<file path="config.mk">
export PLATFORM = sky130hd
export DESIGN_NAME = bsp_ctrl
export DESIGN_NICKNAME = d
export VERILOG_FILES = /design/src/rtl/bsp_pkg.sv /design/src/rtl/bsp_ctrl.sv
export SDC_FILE = /design/constraint.sdc
export NUM_CORES = 1
export LEC_CHECK = 0
export ABC_CLOCK_PERIOD_IN_PS = 3200
export CAP_MARGIN = 20
export CORE_MARGIN = 1
export CORE_UTILIZATION = 51
export DETAILED_ROUTE_END_ITERATION = 8
export DONT_BUFFER_PORTS = 1
export PLACE_DENSITY = 0.66
export RECOVER_POWER = 100
export SLEW_MARGIN = 15
export SYNTH_ARGS = -nofsm -noshare
export SYNTH_HDL_FRONTEND = slang
export SYNTH_SLANG_ARGS = --single-unit
</file>
<file path="constraint.sdc">
create_clock -name clk -period 3.2 [get_ports clk]
set_clock_uncertainty 0.15 [all_clocks]
set_input_delay 0.64 -clock clk [delete_from_list [all_inputs] [get_ports clk]]
set_output_delay 0.64 -clock clk [all_outputs]
set_load 0.03 [all_outputs]
</file>
<file path="src/rtl/bsp_pkg.sv">
// ----------------------------------------------------------------------------
// BFS shortest path package
// Operation codes, port widths and the command and status groups that
// join the controller to the datapath.
// ----------------------------------------------------------------------------
package bsp_pkg;

	localparam int VERTEX_W = 6;
	localparam int COUNT_W  = 7;

	typedef enum logic [1:0] {
		FUNC_CLEAR = 2'd0,
		FUNC_ADD   = 2'd1,
		FUNC_QUERY = 2'd2
	} func_t;

	typedef struct packed {
		logic latch;
		logic clr_graph;
		logic wr_edge;
		logic edge_sel_b;
		logic bfs_init;
		logic deq;
		logic row_rd;
		logic cand_load;
		logic enq;
		logic walk_init;
		logic push;
		logic walk_next;
		logic pop;
		logic emit_path;
		logic emit_nopath;
		logic emit_single;
	} cmd_t;

	typedef struct packed {
		func_t func;
		logic  edge_ok;
		logic  a_eq_b;
		logic  queue_empty;
		logic  cand_any;
		logic  target_seen;
		logic  cur_is_src;
		logic  sp_zero;
	} sts_t;

endpackage

</file>
<file path="src/rtl/bsp_ctrl.sv">
// ----------------------------------------------------------------------------
// BFS shortest path controller
// Sequences graph clears, edge loads, the breadth-first search, the
// predecessor walk and the output of the path.
// ----------------------------------------------------------------------------
module bsp_ctrl (
	input  logic          clk,
	input  logic          arst_n,
	input  logic          start,
	input  bsp_pkg::sts_t sts,
	output logic          busy,
	output bsp_pkg::cmd_t cmd
);

	typedef enum logic [11:0] {
		ST_IDLE      = 12'b0000_0000_0001,
		ST_DECODE    = 12'b0000_0000_0010,
		ST_EDGE_B    = 12'b0000_0000_0100,
		ST_DEQ       = 12'b0000_0000_1000,
		ST_ROW_RD    = 12'b0000_0001_0000,
		ST_SCAN_LOAD = 12'b0000_0010_0000,
		ST_SCAN      = 12'b0000_0100_0000,
		ST_CHECK     = 12'b0000_1000_0000,
		ST_PUSH      = 12'b0001_0000_0000,
		ST_WALK      = 12'b0010_0000_0000,
		ST_POP       = 12'b0100_0000_0000,
		ST_EMIT      = 12'b1000_0000_0000
	} state_t;

	state_t state_q;
	state_t state_d;

	always_ff @(posedge clk or negedge arst_n) begin
		if (!arst_n) begin
			state_q <= ST_IDLE;
		end else begin
			state_q <= state_d;
		end
	end

	assign busy = (state_q != ST_IDLE);

	always_comb begin
		state_d = state_q;
		cmd     = '0;
		case (state_q)
			ST_IDLE: begin
				if (start) begin
					cmd.latch = 1'b1;
					state_d   = ST_DECODE;
				end
			end
			ST_DECODE: begin
				case (sts.func)
					bsp_pkg::FUNC_CLEAR: begin
						cmd.clr_graph = 1'b1;
						state_d       = ST_IDLE;
					end
					bsp_pkg::FUNC_ADD: begin
						if (sts.edge_ok) begin
							cmd.wr_edge = 1'b1;
							state_d     = ST_EDGE_B;
						end else begin
							state_d = ST_IDLE;
						end
					end
					bsp_pkg::FUNC_QUERY: begin
						if (!sts.edge_ok) begin
							cmd.emit_nopath = 1'b1;
							state_d         = ST_IDLE;
						end else if (sts.a_eq_b) begin
							cmd.emit_single = 1'b1;
							state_d         = ST_IDLE;
						end else begin
							cmd.bfs_init = 1'b1;
							state_d      = ST_DEQ;
						end
					end
					default: begin
						state_d = ST_IDLE;
					end
				endcase
			end
			ST_EDGE_B: begin
				cmd.wr_edge    = 1'b1;
				cmd.edge_sel_b = 1'b1;
				state_d        = ST_IDLE;
			end
			ST_DEQ: begin
				// Predecessors along the path never change once set, so the
				// search can stop as soon as the target has been reached.
				if (sts.queue_empty || sts.target_seen) begin
					state_d = ST_CHECK;
				end else begin
					cmd.deq = 1'b1;
					state_d = ST_ROW_RD;
				end
			end
			ST_ROW_RD: begin
				cmd.row_rd = 1'b1;
				state_d    = ST_SCAN_LOAD;
			end
			ST_SCAN_LOAD: begin
				cmd.cand_load = 1'b1;
				state_d       = ST_SCAN;
			end
			ST_SCAN: begin
				if (sts.cand_any) begin
					cmd.enq = 1'b1;
				end else begin
					state_d = ST_DEQ;
				end
			end
			ST_CHECK: begin
				if (sts.target_seen) begin
					cmd.walk_init = 1'b1;
					state_d       = ST_PUSH;
				end else begin
					cmd.emit_nopath = 1'b1;
					state_d         = ST_IDLE;
				end
			end
			ST_PUSH: begin
				cmd.push = 1'b1;
				state_d  = sts.cur_is_src ? ST_POP : ST_WALK;
			end
			ST_WALK: begin
				cmd.walk_next = 1'b1;
				state_d       = ST_PUSH;
			end
			ST_POP: begin
				cmd.pop = 1'b1;
				state_d = ST_EMIT;
			end
			ST_EMIT: begin
				cmd.emit_path = 1'b1;
				state_d       = sts.sp_zero ? ST_IDLE : ST_POP;
			end
			default: begin
				state_d = ST_IDLE;
			end
		endcase
	end

endmodule

</file>
Word level (Yosys, flattened, before mapping)
Index checks and enable logic that the tools add are counted.

word-level totals
  output and inout bits = 17
  latch bits = 0
  bits in registers = 12
  input bits = 12
  logic and storage cells = 63
  ROM bits = 0
  memories = 0
  memory bits (writable) = 0

cells by class
  div/mod/pow operators = 0
  multiply operators = 0
  bitwise gates (word level) = 0
  add/subtract/negate cells = 0
  multiplexer cells = 42
  $lt $le $gt $ge = 0
  equality and inequality tests = 17
  reductions and logical operators = 3
  shifts and indexed selects = 0

operators by type and width
  cell                                                                      count
  12-bit one-hot mux with 11 select lines                                   1
  12-bit two-way mux                                                        3
  1-bit two-way mux                                                         28
  12-bit one-hot mux with 2 select lines                                    1
  11-bit two-way mux                                                        2
  12-bit by 1-bit == test with 1-bit output, second input constant          1
  12-bit by 10-bit == test with 1-bit output, second input constant         1
  12-bit by 11-bit == test with 1-bit output, second input constant         1
  12-bit == test, second input constant                                     1
  12-bit by 2-bit == test with 1-bit output, second input constant          1
  12-bit by 3-bit == test with 1-bit output, second input constant          1
  12-bit by 4-bit == test with 1-bit output, second input constant          1
  12-bit by 5-bit == test with 1-bit output, second input constant          1
  12-bit by 6-bit == test with 1-bit output, second input constant          1
  12-bit by 7-bit == test with 1-bit output, second input constant          1
  12-bit by 8-bit == test with 1-bit output, second input constant          1
  12-bit by 9-bit == test with 1-bit output, second input constant          1
  12-bit by 1-bit inequality test with 1-bit output, second input constant  1
  9-bit two-way mux                                                         1
  8-bit two-way mux                                                         1
  4-bit two-way mux                                                         1
  2-bit inequality test, second input constant                              2
  1-bit one-hot mux with 2 select lines                                     2
  3-bit two-way mux                                                         1
  other kinds (6)                                                           6

Longest topological paths before layout
Gate-level depths: netlist of run 1.

  depth after elaboration = 4
  gate-level depth with buffers = 7

Worst setup path after synthesis of run 1
No wires, ideal clock.

  path kind = register to output
  from = register state_q[8]
  to = output cmd[10] in the netlist's numbering
  setup slack = 0.203 ns
  arrival time = 2.207 ns
  required time = 2.410 ns
  path buffers = 0
  cell stages (with the launch flop) = 5
  cells stage by stage = dfrtp_1 > or4_4 > nor4b_4 > nand4b_1 > nor3_1

RTL lines
  item                    RTL line        RTL
  start, declared         bsp_ctrl.sv:30  state_t state_q;
  start signal, assigned  bsp_ctrl.sv:37  state_q <= state_d;
  end, declared           bsp_ctrl.sv:12  output bsp_pkg::cmd_t cmd

==> impl_metrics.env, run 1 <==
export IMPL_first_global_vias=766
export IMPL_io_pins=29
export IMPL_biggestRegsByFlops="state_q (12)"
export IMPL_gp_congestion=0.754
export IMPL_ctsHtreeMaxLevel=1
export IMPL_cts_sinks=12
export IMPL_start_kind="register"
export IMPL_yosysTopAreaCell="dfrtp_1"
export IMPL_critPathRequiredTime_ns=2.41
export IMPL_final_area_sq_um=992
export IMPL_min_period_ns=3.05
export IMPL_initial_core_util=0.570
export IMPL_clock_latency_ns=0.27
export IMPL_cp_top_family="simple AND/OR/NAND/NOR gates"
export IMPL_pwr_density_cell_mw_per_mm2=474
export IMPL_finalMaxSlewViolations=0
export IMPL_ys_seq_elements=12
export IMPL_synth_edf_count=0
export IMPL_async_flop_share=1.00
export IMPL_rr_worst_depth=6
export IMPL_n_antenna_cell=0
export IMPL_crit_path_max_incr_delay_ns=0.55
export IMPL_dieArea_sq_mm=0.00191
export IMPL_synth_cell_types=38
export IMPL_post_route_drc_count=1
export IMPL_synth_area_sq_um=888
export IMPL_io_buffers=0
export IMPL_setup_viol=0
export IMPL_drt_total_wl_mm=2.02
export IMPL_endpoint_kind="output pin"
export IMPL_syn_inst=100
export IMPL_routed_via_density=6.03
export IMPL_leakage_nw=0.485
export IMPL_die_y_um=43.7
export IMPL_grt_usage=0.248
export IMPL_root_buffer="clkbuf_4"
export IMPL_cp_cell_sequence="or4_4, nor4b_4, buf_4, and2_0, nand3_1, o21ai_0, clkbuf_2"
export IMPL_yosysWarnings=0
export IMPL_drive_gt1_frac=0.164
export IMPL_drtPass1Iterations=6
export IMPL_maxCapViolCount=0
export IMPL_fmax_mhz=328
export IMPL_synth_area_top_cells="dfrtp_1 31%, nor2_1 5.1%, ha_1 4.2%"
export IMPL_yosys_area_top_type_share=0.310
export IMPL_status="finished, violations left"
export IMPL_cp_arrival_ns=2.26
export IMPL_vias=796
export IMPL_dp_hpwl_mm=1.56
export IMPL_vdd_drop_max_mv=0.329
export IMPL_ant_nets=0
export IMPL_rows=14
export IMPL_cp_max_fo=9
export IMPL_die_w_um=43.7
export IMPL_critPathBufInv=2
export IMPL_r2r_slack_ns=0.82
export IMPL_finalCritPeriodShare=0.953
export IMPL_relSlewSlack=0.539
export IMPL_synth_avg_cell_area_sq_um=8.88
export IMPL_final_cell_count_no_fill=132
export IMPL_nets=132
export IMPL_grt_max_degree=12
export IMPL_antenna_found_initial=0
export IMPL_placedCellCount=125
export IMPL_regMostFlops="state_q"
export IMPL_r2r_start="state_q[3]$_DFFE_PN0P_"
export IMPL_setup_tns_ns=0
export IMPL_syn_to_final_growth_pct=11.7
export IMPL_crit_type="register to output pin"
export IMPL_cts_max_path_buffers=2
export IMPL_hold_violations=0
export IMPL_syn_nets=115
export IMPL_drt_iter0_markers=30
export IMPL_grt_pass1_wl_mm=3.38
export IMPL_largest_register_ffs=12
export IMPL_cts_tree="yes"
export IMPL_violations="design-rule violations"
export IMPL_yosys_top_cells_count="12 x nor2_1, 11 x dfrtp_1, 8 x inv_1"
export IMPL_yosysMostFrequentCell="nor2_1"
export IMPL_numCtsBuffers=3
export IMPL_grt_overflow=0
export IMPL_cpMaxStageDelayCell="or4_4"
export IMPL_yosys_most_used_dff="dfrtp_1"
export IMPL_worst_slew_pin_transition_ns=0.682
export IMPL_path_clk_slew_ns=0.07
export IMPL_seq_area_frac_synth=0.339
export IMPL_wl_per_cell_um=15.3
export IMPL_placed_cell_area_sq_um=976
export IMPL_hold_path_class="input pin to asynchronous set/reset pin"
export IMPL_r2r_end="state_q[8]$_DFFE_PN0P_"
export IMPL_core_area_sq_mm=0.00156
export IMPL_rsz0062_at_grt="false"
## worst max path at each step
stage,from,end,cells past startpoint
2_1_floorplan,state_q[8]$_DFFE_PN0P_,cmd[10],4
3_3_place_gp,state_q[11]$_DFFE_PN0P_,cmd[13],4
3_5_place_dp,state_q[11]$_DFFE_PN0P_,cmd[10],5
4_1_cts,state_q[11]$_DFFE_PN0P_,cmd[10],5
5_1_grt,state_q[11]$_DFFE_PN0P_,cmd[1],7
6_report,state_q[11]$_DFFE_PN0P_,cmd[1],7
## cells by family (layout without fill, tap and decap cells)
family / count (synthesis) / after routing / synth area share
flops: 12 / 12 / 0.339
mux: 1 / 1 / 0.0113
simple gates: 56 / 56 / 0.413
xor+xnor: 2 / 2 / 0.0197
compound gates: 16 / 16 / 0.124
buf+inv: 10 / 26 / 0.0507
fa+ha+maj: 3 / 3 / 0.0423
## cell type report
| cell class | count | area, sq um |
|---|---|---|
| fill | 145 | 567 |
| multi-input combinational | 78 | 526 |
| sequential | 12 | 302 |
| timing repair buffer | 14 | 78.8 |
| clock buffer | 4 | 36.3 |
| inverter | 8 | 30.0 |
| tap | 16 | 20.0 |
## per-stage QoR
| stage | utilization | total power [mW] | worst slack [ns] | hold slack, ns |
|---|---|---|---|---|
| CTS | 0.656 | 0.479 | 0.0354 | 0.0492 |
| finish | 0.636 | 0.470 | 0.151 | 0.0600 |
| global placement | 0.626 | 0.351 | 0.401 | 0.195 |
| floorplan | - | 0.316 | 0.203 | 0.194 |
| global route | 0.636 | 0.499 | 0.0211 | 0.0394 |
| detailed placement | 0.626 | 0.354 | 0.336 | 0.195 |
## per-layer routing
metal  routed length, um  GRT usage  part of all wire  up-vias
li1                    -          -                 -      403
met5                   0          0                 0        -
met4                  19      0.113            0.0094        0
met1                 921      0.313              0.46      368
met2                 973      0.409              0.48       23
met3                 105     0.0500             0.052        2
## cell usage in the layout, fill, tap and decap left out, types with 2 or more instances in the layout
master	n
o32ai_1	2
nand3_1	5
clkbuf_2	4
clkbuf_1	5
nor3_1	4
clkbuf_4	3
nand2_1	5
nor2b_1	4
and3_1	4
a21oi_1	2
dfrtp_1	11
o31ai_1	2
nor4_1	2
inv_1	8
nor2_1	12
nor4b_1	4
and4b_1	2
ha_1	3
o21ai_0	7
xor2_1	2
buf_4	4
nor3b_1	3
## power breakdown
part | total [mW] | leakage (nW) | internal (mW) | switching [mW]
registers | 0.186 | 0.163 | 0.168 | 0.0183
logic | 0.163 | 0.300 | 0.0597 | 0.104
clock network | 0.121 | 0.0210 | 0.0691 | 0.0517
## what timing repair did
item	in CTS	in global routing
setup endpoints to repair	0	3
endpoints found under the hold margin	11	0
hold buffers	1	0
buffers inserted	0	2
gates resized for setup	0	0
Power figures use the tool's default switching activity.
==> run 2: changes to the inputs <==
--- a/config.mk
+++ b/config.mk
@@ -8,10 +8,9 @@
 export ABC_CLOCK_PERIOD_IN_PS = 3200
 export CAP_MARGIN = 20
 export CORE_MARGIN = 1
-export CORE_UTILIZATION = 51
+export CORE_UTILIZATION = 23
 export DETAILED_ROUTE_END_ITERATION = 8
 export DONT_BUFFER_PORTS = 1
-export PLACE_DENSITY = 0.66
 export RECOVER_POWER = 100
 export SLEW_MARGIN = 15
 export SYNTH_ARGS = -nofsm -noshare
==> run 2 against run 1 <==
Effect of this change:
- the run now ends clean
- global-route usage decreased by 13 points
- clock-buffer cell count unchanged
- first-iteration DRC count fell by 53%
- routed wire length up 15%
- non-clock buffer count fell by 1
- fmax is 0.84% lower
- clock power increased by 24%
- total power grew 5.8%
- register-to-register slack worse by 0.02 ns
- critical endpoint is now cmd[0]
- largest cell class unchanged
- highest routed layer unchanged
==> impl_metrics.env, run 2 (synthesis gave the netlist of run 1 again) <==
export IMPL_ant_nets=0
export IMPL_dp_hpwl_mm=1.74
export IMPL_vdd_drop_max_mv=0.253
export IMPL_die_w_um=64.2
export IMPL_pwr_density_cell_mw_per_mm2=478
export IMPL_n_antenna_cell=0
export IMPL_min_period_ns=3.07
export IMPL_fmax_mhz=325
export IMPL_leakage_nw=0.483
export IMPL_largest_register_ffs=12
export IMPL_ctsHtreeMaxLevel=1
export IMPL_cts_tree="yes"
export IMPL_mostFrequentLayoutCells="11 x nor2_1, 11 x dfrtp_1, 8 x inv_1, 7 x o21ai_0, 6 x clkbuf_1"
export IMPL_post_route_drc_count=0
export IMPL_multiInputGateArea_sq_um=536
export IMPL_path_clk_slew_ns=0.05
export IMPL_cts_max_path_buffers=2
export IMPL_drtPass1Iterations=4
export IMPL_placedCellCount=156
export IMPL_nets=131
export IMPL_start_kind="register"
export IMPL_crit_type="register to output pin"
export IMPL_final_cell_count_no_fill=163
export IMPL_io_buffers=0
export IMPL_grt_usage=0.121
export IMPL_cp_max_fo=7
export IMPL_status="finished, final reports clean"
export IMPL_gp_congestion=0.892
export IMPL_worst_slew_pin_transition_ns=0.725
export IMPL_grt_overflow=0
export IMPL_numCtsBuffers=3
export IMPL_finalMaxSlewViolations=0
export IMPL_biggestRegsByFlops="state_q (12)"
export IMPL_syn_to_final_growth_pct=17.2
export IMPL_critPathRequiredTime_ns=2.41
export IMPL_antenna_found_initial=0
export IMPL_finalCritPeriodShare=0.961
export IMPL_endpoint_kind="output pin"
export IMPL_die_y_um=64.2
export IMPL_vias=846
export IMPL_drt_total_wl_mm=2.31
export IMPL_cp_arrival_ns=2.28
export IMPL_cts_sinks=12
export IMPL_rsz0062_at_grt="false"
export IMPL_wl_per_cell_um=14.2
export IMPL_first_global_vias=843
export IMPL_hold_path_class="input pin to asynchronous set/reset pin"
export IMPL_setup_tns_ns=0
export IMPL_routed_via_density=5.19
export IMPL_io_pins=29
export IMPL_grt_max_degree=12
export IMPL_clock_latency_ns=0.25
export IMPL_relSlewSlack=0.513
export IMPL_drive_gt1_frac=0.165
export IMPL_regMostFlops="state_q"
export IMPL_core_area_sq_mm=0.00369
export IMPL_hold_violations=0
export IMPL_setup_viol=0
export IMPL_fill_cells=417
export IMPL_grt_pass1_wl_mm=3.84
export IMPL_root_buffer="clkbuf_8"
export IMPL_drt_iter0_markers=14
export IMPL_initial_core_util=0.241
export IMPL_rows=22
export IMPL_regArea_sq_um=302
export IMPL_dieArea_sq_mm=0.00412
export IMPL_maxCapViolCount=0
[run 2: worst max-delay path, stage by stage, from the launching register on]
cell and delay (ns):
dfrtp_1 0.45, or4_4 0.56, nor4b_4 0.36, clkbuf_4 0.22, nand4_2 0.13, nor2_1 0.12, clkbuf_2 0.21
[run 2: what timing repair did]
action | in CTS | in global routing
resized for setup | 0 | 1
hold buffers | 1 | 0
hold endpoints to repair | 11 | 0
setup buffers | 0 | 2
endpoints found under the setup margin | 0 | 3
[run 2: area by class of cell]
| type | count | share of cell area |
|---|---|---|
| sequential | 12 | 0.290 |
| inverter | 8 | 0.0288 |
| clock buffer | 4 | 0.0433 |
| tap | 48 | 0.0577 |
| timing repair buffer | 13 | 0.0661 |
| multi-input combinational | 78 | 0.514 |
[run 2: worst paths after layout]
path,startpoint,end,slack (ns),cells past startpoint
hold reg to reg,state_q[7]$_DFFE_PN0P_,state_q[6]$_DFFE_PN0P_,0.37,1
setup / recovery,state_q[11]$_DFFE_PN0P_,cmd[0],0.13,6
max in group asynchronous,arst_n,state_q[8]$_DFFE_PN0P_,1.86,1
min in group clk,sts[4],state_q[4]$_DFFE_PN0P_,0.30,1
setup reg to reg,state_q[3]$_DFFE_PN0P_,state_q[8]$_DFFE_PN0P_,0.80,6
hold / removal,arst_n,state_q[0]$_DFFE_PN1P_,0.09,0
[run 2: stage by stage]
step                      setup WS [ns]  total power [mW]  area [sq um]   util  hold slack [ns]
after CTS                        0.0748             0.497          1060  0.288           0.0841
after global routing             0.0514             0.518          1040  0.282           0.0820
final                             0.125             0.497          1040  0.282           0.0862
after floorplan                   0.203             0.316           888      -            0.194
after global placement            0.388             0.342          1010  0.273            0.195
after detailed placement          0.346             0.343          1010  0.273            0.195
[run 2: per-layer routing]
metal  up-vias  wire length (um)  track usage
met3         7               151       0.0196
met4         0                80       0.0861
met2        37              1100        0.209
met5         -                 0            0
met1       404               982        0.135
li1        398                 -            -
[run 2: report_power, final]
part	internal (mW)	switching [mW]	total, mW
Combinational	0.0589	0.101	0.160
Clock	0.0881	0.0618	0.150
Sequential	0.168	0.0191	0.187
Total	0.315	0.182	0.497
==> run 3: changes to the inputs <==
--- a/config.mk
+++ b/config.mk
@@ -5,6 +5,7 @@
 export SDC_FILE = /design/constraint.sdc
 export NUM_CORES = 1
 export LEC_CHECK = 0
+export ABC_AREA = 1
 export ABC_CLOCK_PERIOD_IN_PS = 3200
 export CAP_MARGIN = 20
 export CORE_MARGIN = 1
==> run 3 against run 2 <==
Effect of this change:
- routed wire length down 4.8%
- core utilization decreased by 2.0 points
- clock power is essentially flat
- worst hold slack improved by 0.0031 ns
- fmax is 10% higher
- sequential power down 4%
- cell area up 1.6%
- critical endpoint is now cmd[1]
- combinational power is 17% higher
- die area rose by 8.6%
==> impl_metrics.env, run 3 <==
export IMPL_status="finished, final reports clean"
export IMPL_ys_seq_elements=12
export IMPL_cpMaxStageDelayCell="o22ai_1"
export IMPL_synth_area_top_cells="dfrtp_1 28%, inv_1 12%, nand2_1 11%"
export IMPL_rows=23
export IMPL_die_y_um=66.8
export IMPL_crit_path_max_incr_delay_ns=0.51
export IMPL_relSlewSlack=0.561
export IMPL_finalMaxSlewViolations=0
export IMPL_yosys_most_used_dff="dfrtp_1"
export IMPL_yosysMostFrequentCell="inv_1"
export IMPL_grt_usage=0.114
export IMPL_crit_type="register to output pin"
export IMPL_cts_tree="yes"
export IMPL_dp_hpwl_mm=1.80
export IMPL_pwr_density_cell_mw_per_mm2=485
export IMPL_setup_tns_ns=0
export IMPL_worst_path_most_repeated_cell="nor2_1"
export IMPL_drtPass1Iterations=4
export IMPL_n_antenna_cell=0
export IMPL_die_w_um=66.8
export IMPL_wl_per_cell_um=10.8
export IMPL_syn_to_final_growth_pct=9.31
export IMPL_synth_avg_cell_area_sq_um=6.62
export IMPL_clock_latency_ns=0.24
export IMPL_hold_violations=0
export IMPL_numCtsBuffers=3
export IMPL_nets=169
export IMPL_largest_register_ffs=12
export IMPL_final_area_sq_mm=0.00106
export IMPL_regMostFlops="state_q"
export IMPL_cp_cell_sequence="nor2_1, nand2_4, nor2_4, nand2_1, nor2_1, inv_2, o22ai_1"
export IMPL_path_clk_slew_ns=0.06
export IMPL_endpoint_kind="output pin"
export IMPL_critPathRequiredTime_ns=2.41
export IMPL_fill_cells=472
export IMPL_cp_arrival_ns=2.00
export IMPL_biggestRegsByFlops="state_q (12)"
export IMPL_yosys_top_cells_count="30 x inv_1, 28 x nand2_1, 24 x nor2_1"
export IMPL_yosysTopAreaCell="dfrtp_1"
export IMPL_root_buffer="clkbuf_8"
export IMPL_post_route_drc_count=0
export IMPL_leakage_nw=0.593
export IMPL_drt_total_wl_mm=2.20
export IMPL_syn_inst=146
export IMPL_async_flop_share=1.00
export IMPL_io_buffers=0
export IMPL_start_kind="register"
export IMPL_synth_area_sq_um=967
export IMPL_synth_cell_types=24
export IMPL_routed_via_density=4.18
export IMPL_maxCapViolCount=0
export IMPL_cp_max_fo=5
export IMPL_setup_viol=0
export IMPL_finalCritPeriodShare=0.871
export IMPL_seq_area_frac_synth=0.312
export IMPL_ctsHtreeMaxLevel=1
export IMPL_ant_nets=0
export IMPL_drive_gt1_frac=0.124
export IMPL_antenna_found_initial=0
export IMPL_mostFrequentLayoutCells="34 x inv_1, 30 x nand2_1, 28 x nor2_1, 11 x dfrtp_1, 6 x nor3_1"
export IMPL_rsz0062_at_grt="false"
export IMPL_first_global_vias=785
export IMPL_hold_path_class="input pin to asynchronous set/reset pin"
export IMPL_worst_slew_pin_transition_ns=0.668
export IMPL_vdd_drop_max_mv=0.213
export IMPL_core_area_sq_mm=0.00403
export IMPL_yosys_area_top_type_share=0.285
export IMPL_gp_congestion=0.776
export IMPL_grt_overflow=0
export IMPL_cts_sinks=12
export IMPL_synth_edf_count=0
export IMPL_cts_max_path_buffers=2
export IMPL_final_common_cell="inv_1"
export IMPL_grt_pass1_wl_mm=3.61
export IMPL_syn_nets=161
export IMPL_final_core_util=0.262
export IMPL_placedCellCount=198
export IMPL_io_pins=29
export IMPL_yosysWarnings=0
export IMPL_drt_iter0_markers=38
export IMPL_final_cell_count_no_fill=203
export IMPL_min_period_ns=2.79
export IMPL_grt_max_degree=12
export IMPL_placed_cell_area_sq_mm=0.00104
export IMPL_initial_core_util=0.240
export IMPL_vias=849
export IMPL_power_total_uw=513
export IMPL_fmax_mhz=359
export IMPL_dieArea_sq_mm=0.00447
==> run 3: changes by cell type after synthesis, sizes merged, moves of 4 or more <==
cell   delta
nor4b     -5
nand2    +29
nor2b     -4
nor2     +22
inv      +29
and3      -4
==> run 3: final timing paths <==
| check | depth (start not counted) | from | slack [ns] | end |
|---|---|---|---|---|
| worst min-delay path | 0 | arst_n | 0.09 | state_q[0]$_DFFE_PN1P_ |
| min in group clk | 1 | sts[4] | 0.31 | state_q[4]$_DFFE_PN0P_ |
| worst min register to register | 3 | state_q[5]$_DFFE_PN0P_ | 0.44 | state_q[5]$_DFFE_PN0P_ |
| worst max register to register | 9 | state_q[5]$_DFFE_PN0P_ | 1.20 | state_q[0]$_DFFE_PN1P_ |
| worst max-delay path | 7 | state_q[5]$_DFFE_PN0P_ | 0.41 | cmd[1] |
| max in group asynchronous | 1 | arst_n | 1.87 | state_q[1]$_DFFE_PN0P_ |
==> run 3: critical path, delay by kind of cell (launching register included) <==
kind,cells,cell delay [ns]
compound gates,1,0.51
simple gates,5,0.78
buf+inv,1,0.07
flops,1,0.39
==> run 3: power by group <==
group,switching (mW),internal (mW),total [mW]
clock network,0.0587,0.0879,0.147
registers,0.0124,0.167,0.180
logic,0.132,0.0548,0.187
==> run 3: final cells by class <==
cell class,instances,area (sq um),share of cell area
multi-input combinational,97,492,0.465
sequential,12,302,0.285
inverter,37,139,0.131
tap,50,62.6,0.0592
clock buffer,4,45.0,0.0426
timing repair buffer,3,17.5,0.0166
==> run 3: kinds of logic (layout without fill, tap and decap cells) <==
| family | after synthesis | after routing | share of synthesized area |
|---|---|---|---|
| AOI/OAI and AO/OA | 10 | 10 | 0.0582 |
| and+or+nand+nor | 84 | 84 | 0.448 |
| buffers and inverters | 37 | 44 | 0.144 |
| DFF | 12 | 12 | 0.312 |
| adders and majority gates | 3 | 3 | 0.0388 |
==> run 3: repair_timing <==
item | in CTS | in global routing
resized for setup | 0 | 0
hold buffers | 1 | 0
hold endpoints to repair | 11 | 0
setup buffers | 0 | 0
==> run 3: per-stage QoR <==
stage          setup slack [ns]  hold WS [ns]
3_5_place_dp              0.823         0.195
5_1_grt                   0.240        0.0766
3_3_place_gp              0.825         0.195
2_1_floorplan             0.879         0.194
4_1_cts                   0.552        0.0826
6_report                  0.413        0.0892
==> run 3: layer usage <==
layer | vias up | wire length [um] | track usage | share of wire
li1 | 452 | - | - | -
met1 | 363 | 1120 | 0.148 | 0.51
met2 | 29 | 859 | 0.163 | 0.39
met3 | 5 | 155 | 0.0342 | 0.070
met4 | 0 | 63 | 0.0718 | 0.029
met5 | - | 0 | 0 | 0
